$ cat src/sv/mrpg_pkg.sv
// mrpg_pkg: shared types, constants and the sine table of the Maurer rose point generator.
// Used by every module of the block; depends on nothing.
// The sine table is built at elaboration from a fixed-point Taylor series.
package mrpg_pkg;

	// Curve and output format
	localparam int unsigned POINT_COUNT   = 361;
	localparam int unsigned OUT_FRAC_BITS = 8;
	localparam int unsigned QUEUE_DEPTH   = 8;

	localparam logic [8:0] IDX_LAST = 9'(POINT_COUNT - 1);

	// Angle constants in degrees
	localparam int unsigned ANGLE_MOD = 360;
	localparam logic [8:0] DEG_90  = 9'd90;
	localparam logic [8:0] DEG_180 = 9'd180;
	localparam logic [8:0] DEG_270 = 9'd270;
	localparam logic [8:0] DEG_360 = 9'd360;

	// Configuration register indexes and reset values
	localparam logic [1:0] REG_HARMONIC = 2'd0;
	localparam logic [1:0] REG_STEP     = 2'd1;
	localparam logic [1:0] REG_SCALE    = 2'd2;

	localparam logic [6:0] HARMONIC_RST = 7'd6;
	localparam logic [8:0] STEP_RST     = 9'd71;
	localparam logic [8:0] SCALE_RST    = 9'd200;

	// Output rounding and saturation (products are Q2.30 times scale)
	localparam int unsigned RND_SHIFT   = 30 - OUT_FRAC_BITS;
	localparam logic [39:0] ROUND_ADD   = 40'(1) << (RND_SHIFT - 1);
	localparam logic [39:0] OUT_POS_LIM = 40'd131071;
	localparam logic [39:0] OUT_NEG_LIM = 40'd131072;

	// One angle moving from the front through the queue to the back
	typedef struct packed {
		logic       valid;
		logic [8:0] angle;
	} angle_item_t;

	// Quarter-wave sine table, Q1.15, entries 0..90 degrees
	typedef logic [14:0] sine_rom_t [0:90];

	localparam logic [63:0] RAD_PER_DEG_Q30 = 64'd18740330;
	localparam int unsigned TAYLOR_DIV [1:8] = '{6, 20, 42, 72, 110, 156, 210, 272};

	function automatic sine_rom_t build_sine_rom();
		sine_rom_t rom;
		logic [63:0] x;
		logic [63:0] x2;
		logic [63:0] term;
		logic [63:0] sum;
		logic [63:0] q;
		for (int a = 0; a <= 90; a++) begin
			x    = 64'(a) * RAD_PER_DEG_Q30;
			x2   = (x * x) >> 30;
			term = x;
			sum  = x;
			for (int n = 1; n <= 8; n++) begin
				term = ((term * x2) >> 30) / 64'(TAYLOR_DIV[n]);
				if ((n % 2) == 1) begin
					sum = sum - term;
				end else begin
					sum = sum + term;
				end
			end
			q = (sum + 64'd16384) >> 15;
			if (q > 64'd32767) begin
				q = 64'd32767;
			end
			rom[a] = q[14:0];
		end
		return rom;
	endfunction

	localparam sine_rom_t SINE_ROM = build_sine_rom();

	// Sine of an angle in 0..359 degrees, Q1.15, by quadrant folding
	function automatic logic signed [15:0] sine_q15(input logic [8:0] deg);
		logic [8:0]  a;
		logic        neg;
		logic [15:0] mag;
		if (deg <= DEG_90) begin
			a   = deg;
			neg = 1'b0;
		end else if (deg <= DEG_180) begin
			a   = DEG_180 - deg;
			neg = 1'b0;
		end else if (deg <= DEG_270) begin
			a   = deg - DEG_180;
			neg = 1'b1;
		end else begin
			a   = DEG_360 - deg;
			neg = 1'b1;
		end
		mag = {1'b0, SINE_ROM[a[6:0]]};
		return neg ? $signed(-mag) : $signed(mag);
	endfunction

endpackage

$ cat src/sv/mrpg_front.sv
// mrpg_front: input side; clamps the index, forms the vertex angle and pushes it to the queue.
// Depends on mrpg_pkg. Holds the credit count that keeps the queue from overflowing.
module mrpg_front #(
	parameter int unsigned QUEUE_DEPTH = mrpg_pkg::QUEUE_DEPTH
) (
	input  logic                  clk,
	input  logic                  arst_n,
	input  logic                  in_valid,
	output logic                  in_stall,
	input  logic [8:0]            point_index,
	input  logic                  outline_mode,
	input  logic [8:0]            step_degrees,
	input  logic                  pop,
	output mrpg_pkg::angle_item_t push
);

	localparam int unsigned CW = $clog2(QUEUE_DEPTH + 1);

	logic [CW-1:0] credit_q;
	logic          accept;
	logic [8:0]    idx_sat;

	logic          valid_s1;
	logic [17:0]   ang_raw_s1;
	logic          valid_s2;
	logic [13:0]   part_s2;
	logic          valid_s3;
	logic [8:0]    angle_s3;

	// Partial mod 360: removes multiples of 360*32 and above
	function automatic logic [13:0] reduce_hi(input logic [17:0] v);
		logic [17:0] t;
		t = v;
		for (int j = 9; j >= 5; j--) begin
			if (t >= (18'(mrpg_pkg::ANGLE_MOD) << j)) begin
				t = t - (18'(mrpg_pkg::ANGLE_MOD) << j);
			end
		end
		return t[13:0];
	endfunction

	// Final mod 360 on a value below 360*32
	function automatic logic [8:0] reduce_lo(input logic [13:0] v);
		logic [13:0] t;
		t = v;
		for (int j = 4; j >= 0; j--) begin
			if (t >= (14'(mrpg_pkg::ANGLE_MOD) << j)) begin
				t = t - (14'(mrpg_pkg::ANGLE_MOD) << j);
			end
		end
		return t[8:0];
	endfunction

	// Credits: one per free queue slot not already claimed by an item in flight
	assign in_stall = (credit_q == '0);
	assign accept   = in_valid && !in_stall;

	always_ff @(posedge clk or negedge arst_n) begin
		if (!arst_n) begin
			credit_q <= CW'(QUEUE_DEPTH);
		end else begin
			case ({accept, pop})
				2'b10:   credit_q <= credit_q - 1'b1;
				2'b01:   credit_q <= credit_q + 1'b1;
				default: credit_q <= credit_q;
			endcase
		end
	end

	// Indexes past the curve stick at the last point
	always_comb begin
		if (32'(point_index) >= mrpg_pkg::POINT_COUNT) begin
			idx_sat = mrpg_pkg::IDX_LAST;
		end else begin
			idx_sat = point_index;
		end
	end

	// Valid pipeline
	always_ff @(posedge clk or negedge arst_n) begin
		if (!arst_n) begin
			valid_s1 <= 1'b0;
			valid_s2 <= 1'b0;
			valid_s3 <= 1'b0;
		end else begin
			valid_s1 <= accept;
			valid_s2 <= valid_s1;
			valid_s3 <= valid_s2;
		end
	end

	// Angle datapath: raw angle, then mod 360 in two halves
	always_ff @(posedge clk) begin
		if (outline_mode) begin
			ang_raw_s1 <= 18'(idx_sat);
		end else begin
			ang_raw_s1 <= 18'(idx_sat) * 18'(step_degrees);
		end
		part_s2  <= reduce_hi(ang_raw_s1);
		angle_s3 <= reduce_lo(part_s2);
	end

	assign push.valid = valid_s3;
	assign push.angle = angle_s3;

endmodule

$ cat src/sv/mrpg_queue.sv
// mrpg_queue: short first-in first-out queue of angles between front and back.
// Depends on mrpg_pkg. Head entry is visible while the queue is not empty.
module mrpg_queue #(
	parameter int unsigned QUEUE_DEPTH = mrpg_pkg::QUEUE_DEPTH
) (
	input  logic                  clk,
	input  logic                  arst_n,
	input  mrpg_pkg::angle_item_t push,
	input  logic                  pop,
	output mrpg_pkg::angle_item_t head
);

	localparam int unsigned PW = $clog2(QUEUE_DEPTH);
	localparam int unsigned CW = $clog2(QUEUE_DEPTH + 1);

	logic [8:0]    mem_q [QUEUE_DEPTH];
	logic [PW-1:0] wr_ptr_q;
	logic [PW-1:0] rd_ptr_q;
	logic [CW-1:0] count_q;

	function automatic logic [PW-1:0] next_ptr(input logic [PW-1:0] p);
		return (p == PW'(QUEUE_DEPTH - 1)) ? '0 : p + 1'b1;
	endfunction

	// Pointers and fill count
	always_ff @(posedge clk or negedge arst_n) begin
		if (!arst_n) begin
			wr_ptr_q <= '0;
			rd_ptr_q <= '0;
			count_q  <= '0;
		end else begin
			if (push.valid) begin
				wr_ptr_q <= next_ptr(wr_ptr_q);
			end
			if (pop) begin
				rd_ptr_q <= next_ptr(rd_ptr_q);
			end
			case ({push.valid, pop})
				2'b10:   count_q <= count_q + 1'b1;
				2'b01:   count_q <= count_q - 1'b1;
				default: count_q <= count_q;
			endcase
		end
	end

	// Storage
	always_ff @(posedge clk) begin
		if (push.valid) begin
			mem_q[wr_ptr_q] <= push.angle;
		end
	end

	assign head.valid = (count_q != '0);
	assign head.angle = mem_q[rd_ptr_q];

endmodule

$ cat src/sv/mrpg_back.sv
// mrpg_back: six-stage vertex pipeline; radius sine, cos/sin lookups, products, scaling.
// Depends on mrpg_pkg for the sine table and output format. Stalls stage by stage.
module mrpg_back (
	input  logic                    clk,
	input  logic                    arst_n,
	input  mrpg_pkg::angle_item_t   head,
	output logic                    pop,
	input  logic [6:0]              harmonic,
	input  logic [8:0]              scale,
	output logic                    out_valid,
	input  logic                    out_stall,
	output logic signed [17:0]      x_pos,
	output logic signed [17:0]      y_pos
);

	logic valid_s1, valid_s2, valid_s3, valid_s4, valid_s5, valid_s6;
	logic en_s1, en_s2, en_s3, en_s4, en_s5, en_s6;

	logic [8:0]         angle_s1;
	logic [15:0]        rk_prod_s1;
	logic [8:0]         angle_s2;
	logic [8:0]         cos_ang_s2;
	logic [8:0]         rk_s2;
	logic signed [15:0] r_s3, c_s3, s_s3;
	logic signed [31:0] rc_s4, rs_s4;
	logic               xneg_s5, yneg_s5;
	logic [38:0]        xmag_s5, ymag_s5;
	logic signed [17:0] x_s6, y_s6;

	// mod 360 of harmonic * angle (below 360*128)
	function automatic logic [8:0] reduce_rk(input logic [15:0] v);
		logic [15:0] t;
		t = v;
		for (int j = 6; j >= 0; j--) begin
			if (t >= (16'(mrpg_pkg::ANGLE_MOD) << j)) begin
				t = t - (16'(mrpg_pkg::ANGLE_MOD) << j);
			end
		end
		return t[8:0];
	endfunction

	function automatic logic [29:0] mag30(input logic signed [31:0] p);
		logic [31:0] m;
		m = p[31] ? 32'(-p) : 32'(p);
		return m[29:0];
	endfunction

	// Round half away from zero, then clamp to the 18-bit signed range
	function automatic logic signed [17:0] round_sat(input logic neg, input logic [38:0] m);
		logic [39:0] t;
		t = (40'(m) + mrpg_pkg::ROUND_ADD) >> mrpg_pkg::RND_SHIFT;
		if (neg) begin
			if (t >= mrpg_pkg::OUT_NEG_LIM) begin
				return 18'sh20000;
			end
			return $signed(-t[17:0]);
		end
		if (t > mrpg_pkg::OUT_POS_LIM) begin
			return 18'sh1FFFF;
		end
		return $signed(t[17:0]);
	endfunction

	// Stage enables: a stage loads when empty or when the next one moves on
	assign en_s6 = !valid_s6 || !out_stall;
	assign en_s5 = !valid_s5 || en_s6;
	assign en_s4 = !valid_s4 || en_s5;
	assign en_s3 = !valid_s3 || en_s4;
	assign en_s2 = !valid_s2 || en_s3;
	assign en_s1 = !valid_s1 || en_s2;
	assign pop   = head.valid && en_s1;

	always_ff @(posedge clk or negedge arst_n) begin
		if (!arst_n) begin
			valid_s1 <= 1'b0;
			valid_s2 <= 1'b0;
			valid_s3 <= 1'b0;
			valid_s4 <= 1'b0;
			valid_s5 <= 1'b0;
			valid_s6 <= 1'b0;
		end else begin
			if (en_s1) valid_s1 <= head.valid;
			if (en_s2) valid_s2 <= valid_s1;
			if (en_s3) valid_s3 <= valid_s2;
			if (en_s4) valid_s4 <= valid_s3;
			if (en_s5) valid_s5 <= valid_s4;
			if (en_s6) valid_s6 <= valid_s5;
		end
	end

	// s1: harmonic product
	always_ff @(posedge clk) begin
		if (en_s1) begin
			angle_s1   <= head.angle;
			rk_prod_s1 <= 16'(harmonic) * 16'(head.angle);
		end
	end

	// s2: radius angle mod 360, cosine angle as angle + 90
	always_ff @(posedge clk) begin
		if (en_s2) begin
			angle_s2 <= angle_s1;
			rk_s2    <= reduce_rk(rk_prod_s1);
			if (angle_s1 >= mrpg_pkg::DEG_270) begin
				cos_ang_s2 <= angle_s1 - mrpg_pkg::DEG_270;
			end else begin
				cos_ang_s2 <= angle_s1 + mrpg_pkg::DEG_90;
			end
		end
	end

	// s3: table lookups
	always_ff @(posedge clk) begin
		if (en_s3) begin
			r_s3 <= mrpg_pkg::sine_q15(rk_s2);
			c_s3 <= mrpg_pkg::sine_q15(cos_ang_s2);
			s_s3 <= mrpg_pkg::sine_q15(angle_s2);
		end
	end

	// s4: Q2.30 products
	always_ff @(posedge clk) begin
		if (en_s4) begin
			rc_s4 <= r_s3 * c_s3;
			rs_s4 <= r_s3 * s_s3;
		end
	end

	// s5: magnitude times scale
	always_ff @(posedge clk) begin
		if (en_s5) begin
			xneg_s5 <= rc_s4[31];
			yneg_s5 <= rs_s4[31];
			xmag_s5 <= 39'(mag30(rc_s4)) * 39'(scale);
			ymag_s5 <= 39'(mag30(rs_s4)) * 39'(scale);
		end
	end

	// s6: output register
	always_ff @(posedge clk) begin
		if (en_s6) begin
			x_s6 <= round_sat(xneg_s5, xmag_s5);
			y_s6 <= round_sat(yneg_s5, ymag_s5);
		end
	end

	assign out_valid = valid_s6;
	assign x_pos     = x_s6;
	assign y_pos     = y_s6;

endmodule

$ cat src/sv/maurer_rose_point_generator_core.sv
// Maurer rose point generator: top level with configuration registers.
// Depends on mrpg_pkg, mrpg_front, mrpg_queue and mrpg_back.
//
// Usage:
//   Input channel (in_valid / in_stall, point_index, outline_mode): one
//   transaction per vertex. Output channel (out_valid / out_stall, x_pos,
//   y_pos): one transaction per input, in order, signed with 8 fraction bits.
//   Configuration channel (cfg_valid / cfg_ready, cfg_index, cfg_data):
//   0 harmonic, 1 step_degrees, 2 scale; other indexes are ignored.
//   cfg_ready is always high; write only while no vertex is in flight.
// Timing:
//   Throughput is one vertex per clock while out_stall is low. From input
//   transaction to out_valid, with an empty queue, a vertex passes three front stages for the
//   angle multiply and mod 360, one queue slot, six back stages (harmonic
//   multiply, mod 360, sine table, products, scaling, rounding).
//   QUEUE_DEPTH credits bound the items between input and back pipeline;
//   at least 5 keeps the rate at one per clock.
// Reset and stall:
//   Reset empties all stages and the queue and loads harmonic 6, step 71,
//   scale 200. When out_stall is high the output holds; the back pipeline
//   fills, then the queue, and in_stall rises once the credits run out.
module maurer_rose_point_generator_core #(
	parameter int unsigned QUEUE_DEPTH = mrpg_pkg::QUEUE_DEPTH
) (
	input  logic               clk,
	input  logic               arst_n,
	input  logic               in_valid,
	output logic               in_stall,
	input  logic [8:0]         point_index,
	input  logic               outline_mode,
	output logic               out_valid,
	input  logic               out_stall,
	output logic signed [17:0] x_pos,
	output logic signed [17:0] y_pos,
	input  logic               cfg_valid,
	output logic               cfg_ready,
	input  logic [1:0]         cfg_index,
	input  logic [8:0]         cfg_data
);

	logic [6:0] harmonic_q;
	logic [8:0] step_q;
	logic [8:0] scale_q;

	mrpg_pkg::angle_item_t push;
	mrpg_pkg::angle_item_t head;
	logic                  pop;

	assign cfg_ready = 1'b1;

	// Configuration registers
	always_ff @(posedge clk or negedge arst_n) begin
		if (!arst_n) begin
			harmonic_q <= mrpg_pkg::HARMONIC_RST;
			step_q     <= mrpg_pkg::STEP_RST;
			scale_q    <= mrpg_pkg::SCALE_RST;
		end else if (cfg_valid && cfg_ready) begin
			case (cfg_index)
				mrpg_pkg::REG_HARMONIC: harmonic_q <= cfg_data[6:0];
				mrpg_pkg::REG_STEP:     step_q     <= cfg_data;
				mrpg_pkg::REG_SCALE:    scale_q    <= cfg_data;
				default: ;
			endcase
		end
	end

	mrpg_front #(
		.QUEUE_DEPTH(QUEUE_DEPTH)
	) u_front (
		.clk          (clk),
		.arst_n       (arst_n),
		.in_valid     (in_valid),
		.in_stall     (in_stall),
		.point_index  (point_index),
		.outline_mode (outline_mode),
		.step_degrees (step_q),
		.pop          (pop),
		.push         (push)
	);

	mrpg_queue #(
		.QUEUE_DEPTH(QUEUE_DEPTH)
	) u_queue (
		.clk    (clk),
		.arst_n (arst_n),
		.push   (push),
		.pop    (pop),
		.head   (head)
	);

	mrpg_back u_back (
		.clk       (clk),
		.arst_n    (arst_n),
		.head      (head),
		.pop       (pop),
		.harmonic  (harmonic_q),
		.scale     (scale_q),
		.out_valid (out_valid),
		.out_stall (out_stall),
		.x_pos     (x_pos),
		.y_pos     (y_pos)
	);

endmodule

$ cat config.mk
export PLATFORM = sky130hd
export DESIGN_NAME = maurer_rose_point_generator_core
export DESIGN_NICKNAME = d
export VERILOG_FILES = /design/src/sv/mrpg_pkg.sv /design/src/sv/mrpg_front.sv /design/src/sv/mrpg_queue.sv /design/src/sv/mrpg_back.sv /design/src/sv/maurer_rose_point_generator_core.sv
export SDC_FILE = /design/constraint.sdc
export NUM_CORES = 2
export LEC_CHECK = 0
export BUFFER_PORTS_ARGS = -buffer_cell sky130_fd_sc_hd__buf_2
export CORE_ASPECT_RATIO = 0.8
export CORE_UTILIZATION = 60
export DETAILED_ROUTE_END_ITERATION = 10
export PLACE_DENSITY = 0.79
export SYNTH_ARGS = -nofsm -noshare
export SYNTH_HDL_FRONTEND = slang
export SYNTH_SLANG_ARGS = --single-unit
export TNS_END_PERCENT = 50
$ cat constraint.sdc
create_clock -name clk -period 7.9 [get_ports clk]
set_input_delay 1.58 -clock clk [delete_from_list [all_inputs] [get_ports clk]]
set_output_delay 1.58 -clock clk [all_outputs]
set_load 0.01 [all_outputs]
### Yosys cells after proc, flatten, opt, wreduce, memory -nomap -nowiden

Memories as Yosys holds them, arrays and structs flattened.
Index checks and enable logic that the tools add are counted.
Widths: inputs -> output; s select.

* word-level logic and storage cells: 254
* bits in read-only memories: 5760
* output and inout bits: 39
* memories: 4
* register bits: 369
* memory bits (writable): 72

* add/sub/neg operators: 43
* mux-type cells: 92
* multiply operators: 6
* bitwise gates (word level): 3
* reductions and logical operators: 24
* eq/ne operators: 8
* $lt $le $gt $ge: 35

Memory list
* (name not given): depth 128, bits a word 15, rd ports 1, clocked after memory_dff 0, write ports 0, line mrpg_pkg.sv:96 `mag = {1'b0, SINE_ROM[a[6:0]]};`
* (name not given): depth 128, bits a word 15, rd ports 1, clocked after memory_dff 0, write ports 0, line mrpg_pkg.sv:96
* (name not given): depth 128, bits a word 15, rd ports 1, clocked after memory_dff 0, write ports 0, line mrpg_pkg.sv:96
* u_queue.mem_q: depth 8, bits a word 9, rd ports 1, clocked after memory_dff 0, write ports 1, line mrpg_queue.sv:16 `logic [8:0] mem_q [QUEUE_DEPTH];`

Operators with widths (number)
* $mux 18: 16
* $mux 16: 12
* $mux 15: 9
* $mux 7: 12
* $add 39x22->40 const B: 2
* $mul 30x9->39: 2
* $mux 14: 5
* $mul 16x16->32: 2
* $mux 30: 2
* $neg 30->30: 2
* $ge 18x18->1 const B: 3
* $neg 15->16: 3
* $mux 9: 5
* $gt 18x17->1 const B: 2
* $neg 18->18: 2
* $le 9x7->1 const B: 3
* $le 9x8->1 const B: 3
* $le 9x9->1 const B: 3
* $mux 1: 27
* $sub 9x9->9 const B: 3
* $ge 8x8->1 const B: 3
* $not 7->8: 3
* $sub 6x7->7 const A: 3
* $sub 7x6->7 const B: 3
* other kinds (52): 81

### Logic depth before layout (Yosys ltp)

* depth in word-level cells: 24
* mapped depth: 37
* gate-level depth less buffers: 36

### Cells and area by module

Synthesis repeated with hierarchy kept, for this count alone.

* cell total of the unflattened synthesis: 7341
* area total of the unflattened synthesis: 66557.6 um^2

By module, submodules not included
* mrpg_back: cells each 6229, area each 55210.5 um^2, seq. area each 7206.9 um^2, instances 1
* mrpg_front: cells each 893, area each 7045.5 um^2, seq. area each 997.2 um^2, instances 1
* mrpg_queue: cells each 164, area each 3330.7 um^2, seq. area each 2412.3 um^2, instances 1
* maurer_rose_point_generator_core: cells each 55, area each 970.9 um^2, seq. area each 636.9 um^2, instances 1

### Worst setup path after synthesis

No wires, ideal clock.

* path type: reg2reg
* start point: register u_back.rc_s4[2]
* end point: register u_back.xmag_s5[38], data pin
* required time: 7.640 ns
* path slack: 0.240 ns
* cell stages (with the launch flop): 31
* arrival: 7.400 ns
* buffers on the path: 0
* cell sequence: edfxtp_1 > or3_1 > nor2_1 > nand2_1 > or2_2 > or3_1 > nand2b_1 > o31ai_1 > and2_1 > nand2_1 > xor2_1 > nand2_1 > fa_1 > inv_1 > fa_1 > inv_1 > fa_1 > inv_1 > fa_1 > ha_1 > and3_1 > a31o_2 > o211a_1 > o21a_1 > o21a_1 > o211a_1 > o21a_1 > o21a_1 > o21a_1 > nor2_1 > xnor2_1

* cells in the longest elaborated chain, start to end: 3

Ends and longest elaborated chain
* from (decl): line mrpg_back.sv:25 `logic signed [31:0] rc_s4, rs_s4;`
* from (signal assigned): line mrpg_back.sv:124 `rc_s4 <= r_s3 * c_s3;`
* $neg 30->30: line mrpg_back.sv:44 `m = p[31] ? 32'(-p) : 32'(p);`
* $mux 30 *: line mrpg_back.sv:44
* $mul 30x9->39 *: line mrpg_back.sv:134 `xmag_s5 <= 39'(mag30(rc_s4)) * 39'(scale);`
* to (signal assigned): line mrpg_back.sv:134
* to (decl): line mrpg_back.sv:27 `logic [38:0] xmag_s5, ymag_s5;`

Mark *: on every way between the ends. The rest lies on a longest branch, timed or not.
A chain may end at the register's enable or synchronous reset.

### Final worst setup path

* start point: register u_back.rc_s4[3]
* end point: register u_back.xmag_s5[38], data pin

The elaborated chain is that of the path after synthesis.

==> flow_summary.toml <==
[final_layout]
drive_gt1_share_pct = 9.506
multiInputGateArea_sq_um = 49230
antenna_cells = 0
area_delta_synth_final_pct = 8.383
fillCellCount = 8190
regArea_sq_um = 11260
nets = 8781

[detailed_routing]
routed_wl_mm = 166.5
avgViaCountPerCell = 5.939
ant_nets = 0
vias = 51960
drt_iter0_drc = 5187
avgRoutedWirePerCell_microns = 19.03
dr.pass1.iters = 6
drc = 0

[sta]
relSlewSlack_pct = 22.12
finalCriticalPeriod_ns = 7.795
rsz0062_at_grt = "true"
fmax_mhz = 128.3
setup_violations = 0
report.final.slew_viol_count = 0
finalCritPeriodShare_pct = 98.68
worst_pin_slew_ns = 1.168
fin_ws_ns = 0.1045
skew_ns = 0.05671
hold_viol = 0

[floorplan]
dieArea_sq_um = 110100
initial_utilization_pct = 60.94
ioPinCount = 65
die_h_microns = 297
core_area_sq_um = 107100
num_rows = 107
die_w_microns = 370.8

[critical_path]
crit_path_top_delay_cell = "fa_1"
reg2reg_to = "u_back.xmag_s5[38]$_DFFE_PP_"
crit_end = "u_back.xmag_s5[38]$_DFFE_PP_"
crit_required_ns = 8.27
crit_path_frequent_cell = "o21a_1"
crit_arrival_ns = 8.16
cpPeakStageDelay_ns = 0.56
cp-startpoint = "u_back.rc_s4[3]$_DFFE_PP_"
start_kind = "flop"
r2r_setup_slack_ns = 0.10
rr_worst_depth = 31
worstReg2RegStart = "u_back.rc_s4[3]$_DFFE_PP_"
path_max_fanout = 3
path_class = "reg2reg"
cp-end-kind = "flop"

[placed_design]
port_buffers = 63
gp_congestion = 0.9830
dpl.hpwl_mm = 130.1
place_ws_ns = -0.2287

[yosys]
synthesis.nets = 8699
ys_seq_elements = 396
synth_seq_area_share_pct = 17.24
netlist_area_sq_um = 65270
synth_edf_count = 307
synthArstFlopShare_pct = 12.12
avgSynthCellArea_sq_um = 9.044
ys_warn_count = 0
syn_inst = 7217
ys_types = 113
synth-main-ff-cell = "edfxtp_1"

[global_route]
antenna_found_initial = 2
grt_start_max_net_pins = 58
gr-total-overflow = 0
grt_pass1_vias = 52750
grtUsageTotal_pct = 30.22
grt_pass1_wl_mm = 270.7

[clock_tree]
worstSkewPairLatency_ns = 0.64
clock_sinks = 396
cts_hold_buf = 0
numCtsBuffers = 44
cts_tree = "yes"
htree_num_levels = 2
clk_path_buf_depth = 3
clock-root-buffer = "clkbuf_16"
path_clk_slew_ns = 0.06

[worst_hold_path]
hold_path.class = "reg2reg"

[run]
maxCapViolCount = 0

[outcome]
outcome = "finished, final reports clean"
## metrics by stage
stage	cells	instance area [sq um]	util [%]	hold WS, ns	setup TNS [ns]
floorplan	7217	65270	-	0.3227	0
global placement	8625	68170	63.64	0.3304	-0.1429
detailed placement	8625	68170	63.64	0.3310	-0.8172
CTS	8710	69750	65.13	0.3450	-0.003565
global route	8749	70740	66.05	0.3517	-0.5449
finish	8749	70740	66.05	0.3450	0
## routing by layer
metal / global-route usage (%) / part of all wire (%) / wire length, microns / vias to the layer above
li1: - / - / - / 23440
met1: 42.89 / 41 / 69010 / 25750
met2: 47.57 / 46 / 76860 / 2429
met3: 5.492 / 9.4 / 15660 / 336
met4: 8.583 / 3.0 / 4921 / 2
met5: 0 / 0.0054 / 9 / -
## area by class of cell
cell class,count,share of cell area (%)
timing repair buffer,352,3.651
inverter,1171,6.214
sequential,396,15.91
clock buffer,54,1.640
multi-input combinational,5334,69.60
clock inverter,25,0.4776
tap,1417,2.506
## synthesized netlist by cell type (all sizes together), types with 93 or more instances
| cell type | number | area, sq um |
|---|---|---|
| nor3 | 98 | 506.7 |
| xnor2 | 254 | 2225 |
| clkbuf | 283 | 1064 |
| a21oi | 295 | 1484 |
| nand2 | 1041 | 3908 |
| ha | 451 | 5643 |
| nand3 | 97 | 485.5 |
| edfxtp | 307 | 9219 |
| o21ai | 254 | 1275 |
| nor2 | 357 | 1350 |
| xor2 | 93 | 814.5 |
| and2 | 444 | 2778 |
| inv | 1168 | 4384 |
| fa | 1005 | 20120 |
## timing repair
action	CTS	global route
resized for setup	10	141
buffers inserted	6	40
pin swaps	3	70
setup endpoints to repair	9	28
## kinds of logic after synthesis
logic type / Yosys count / synth area share [%]
and+or+nand+nor: 2328 / 16.77
DFF: 396 / 17.24
adders and majority gates: 1459 / 39.52
xor gates and xnor gates: 348 / 4.691
other: 1 / 0.005745
buffers and inverters: 1487 / 8.607
AOI/OAI and AO/OA: 1097 / 11.00
muxes: 101 / 2.164
## critical path, delay by kind of cell (launching register included)
| family | cells | cell delay, ns |
|---|---|---|
| AND/OR/NAND/NOR | 9 | 1.84 |
| XOR/XNOR | 2 | 0.28 |
| buffers and inverters | 3 | 0.14 |
| flip-flops | 1 | 0.38 |
| adder cells (fa/ha/maj) | 5 | 2.30 |
| AO/OA/AOI/OAI | 12 | 2.61 |
## how the worst min path moves through the flow
stage                                    start                           to  slack [ns]  depth (start not counted)
floorplan           u_front.part_s2[2]$_DFF_P_  u_front.angle_s3[2]$_DFF_P_        0.32                          0
global placement    u_front.part_s2[0]$_DFF_P_  u_front.angle_s3[0]$_DFF_P_        0.33                          0
detailed placement  u_front.part_s2[2]$_DFF_P_  u_front.angle_s3[2]$_DFF_P_        0.33                          0
CTS                 u_front.part_s2[0]$_DFF_P_  u_front.angle_s3[0]$_DFF_P_        0.34                          0
global route        u_front.part_s2[0]$_DFF_P_  u_front.angle_s3[0]$_DFF_P_        0.35                          0
finish              u_front.part_s2[0]$_DFF_P_  u_front.angle_s3[0]$_DFF_P_        0.35                          0
## flip-flops by register name (all words and copies together) (netlist names), 8 cells and up
register / flops
step_q: 9
u_queue.mem_q: 72
u_back.s_s3: 16
u_back.angle_s2: 8
u_back.y_pos: 18
u_back.ymag_s5: 18
u_back.angle_s1: 9
u_front.ang_raw_s1: 18
u_back.xmag_s5: 18
u_back.rk_prod_s1: 16
u_back.r_s3: 16
u_back.c_s3: 16
u_back.cos_ang_s2: 9
u_back.x_pos: 18
u_back.rs_s4: 31
u_front.part_s2: 14
u_back.rk_s2: 9
u_front.angle_s3: 9
u_back.rc_s4: 31
scale_q: 9
## layout by cell type (no fill, tap or decap), types with 41 or more instances in the layout
master / n
mux2_2: 47
o211ai_1: 41
buf_4: 280
xor2_1: 89
ha_1: 445
buf_2: 64
o21ai_0: 234
a21o_1: 64
a31oi_1: 44
and2_1: 442
edfxtp_1: 307
nor2_1: 350
nand2b_1: 64
clkbuf_16: 45
xnor2_1: 235
dfxtp_1: 41
and3_1: 64
inv_1: 1157
nand3_1: 96
nor3_1: 92
fa_1: 1004
nand2_1: 1031
a21oi_1: 275
o21bai_1: 49
Power is left out: the tool's default activity adds up to more than one toggle a clock period on the data nets, which glitch-free logic cannot reach.
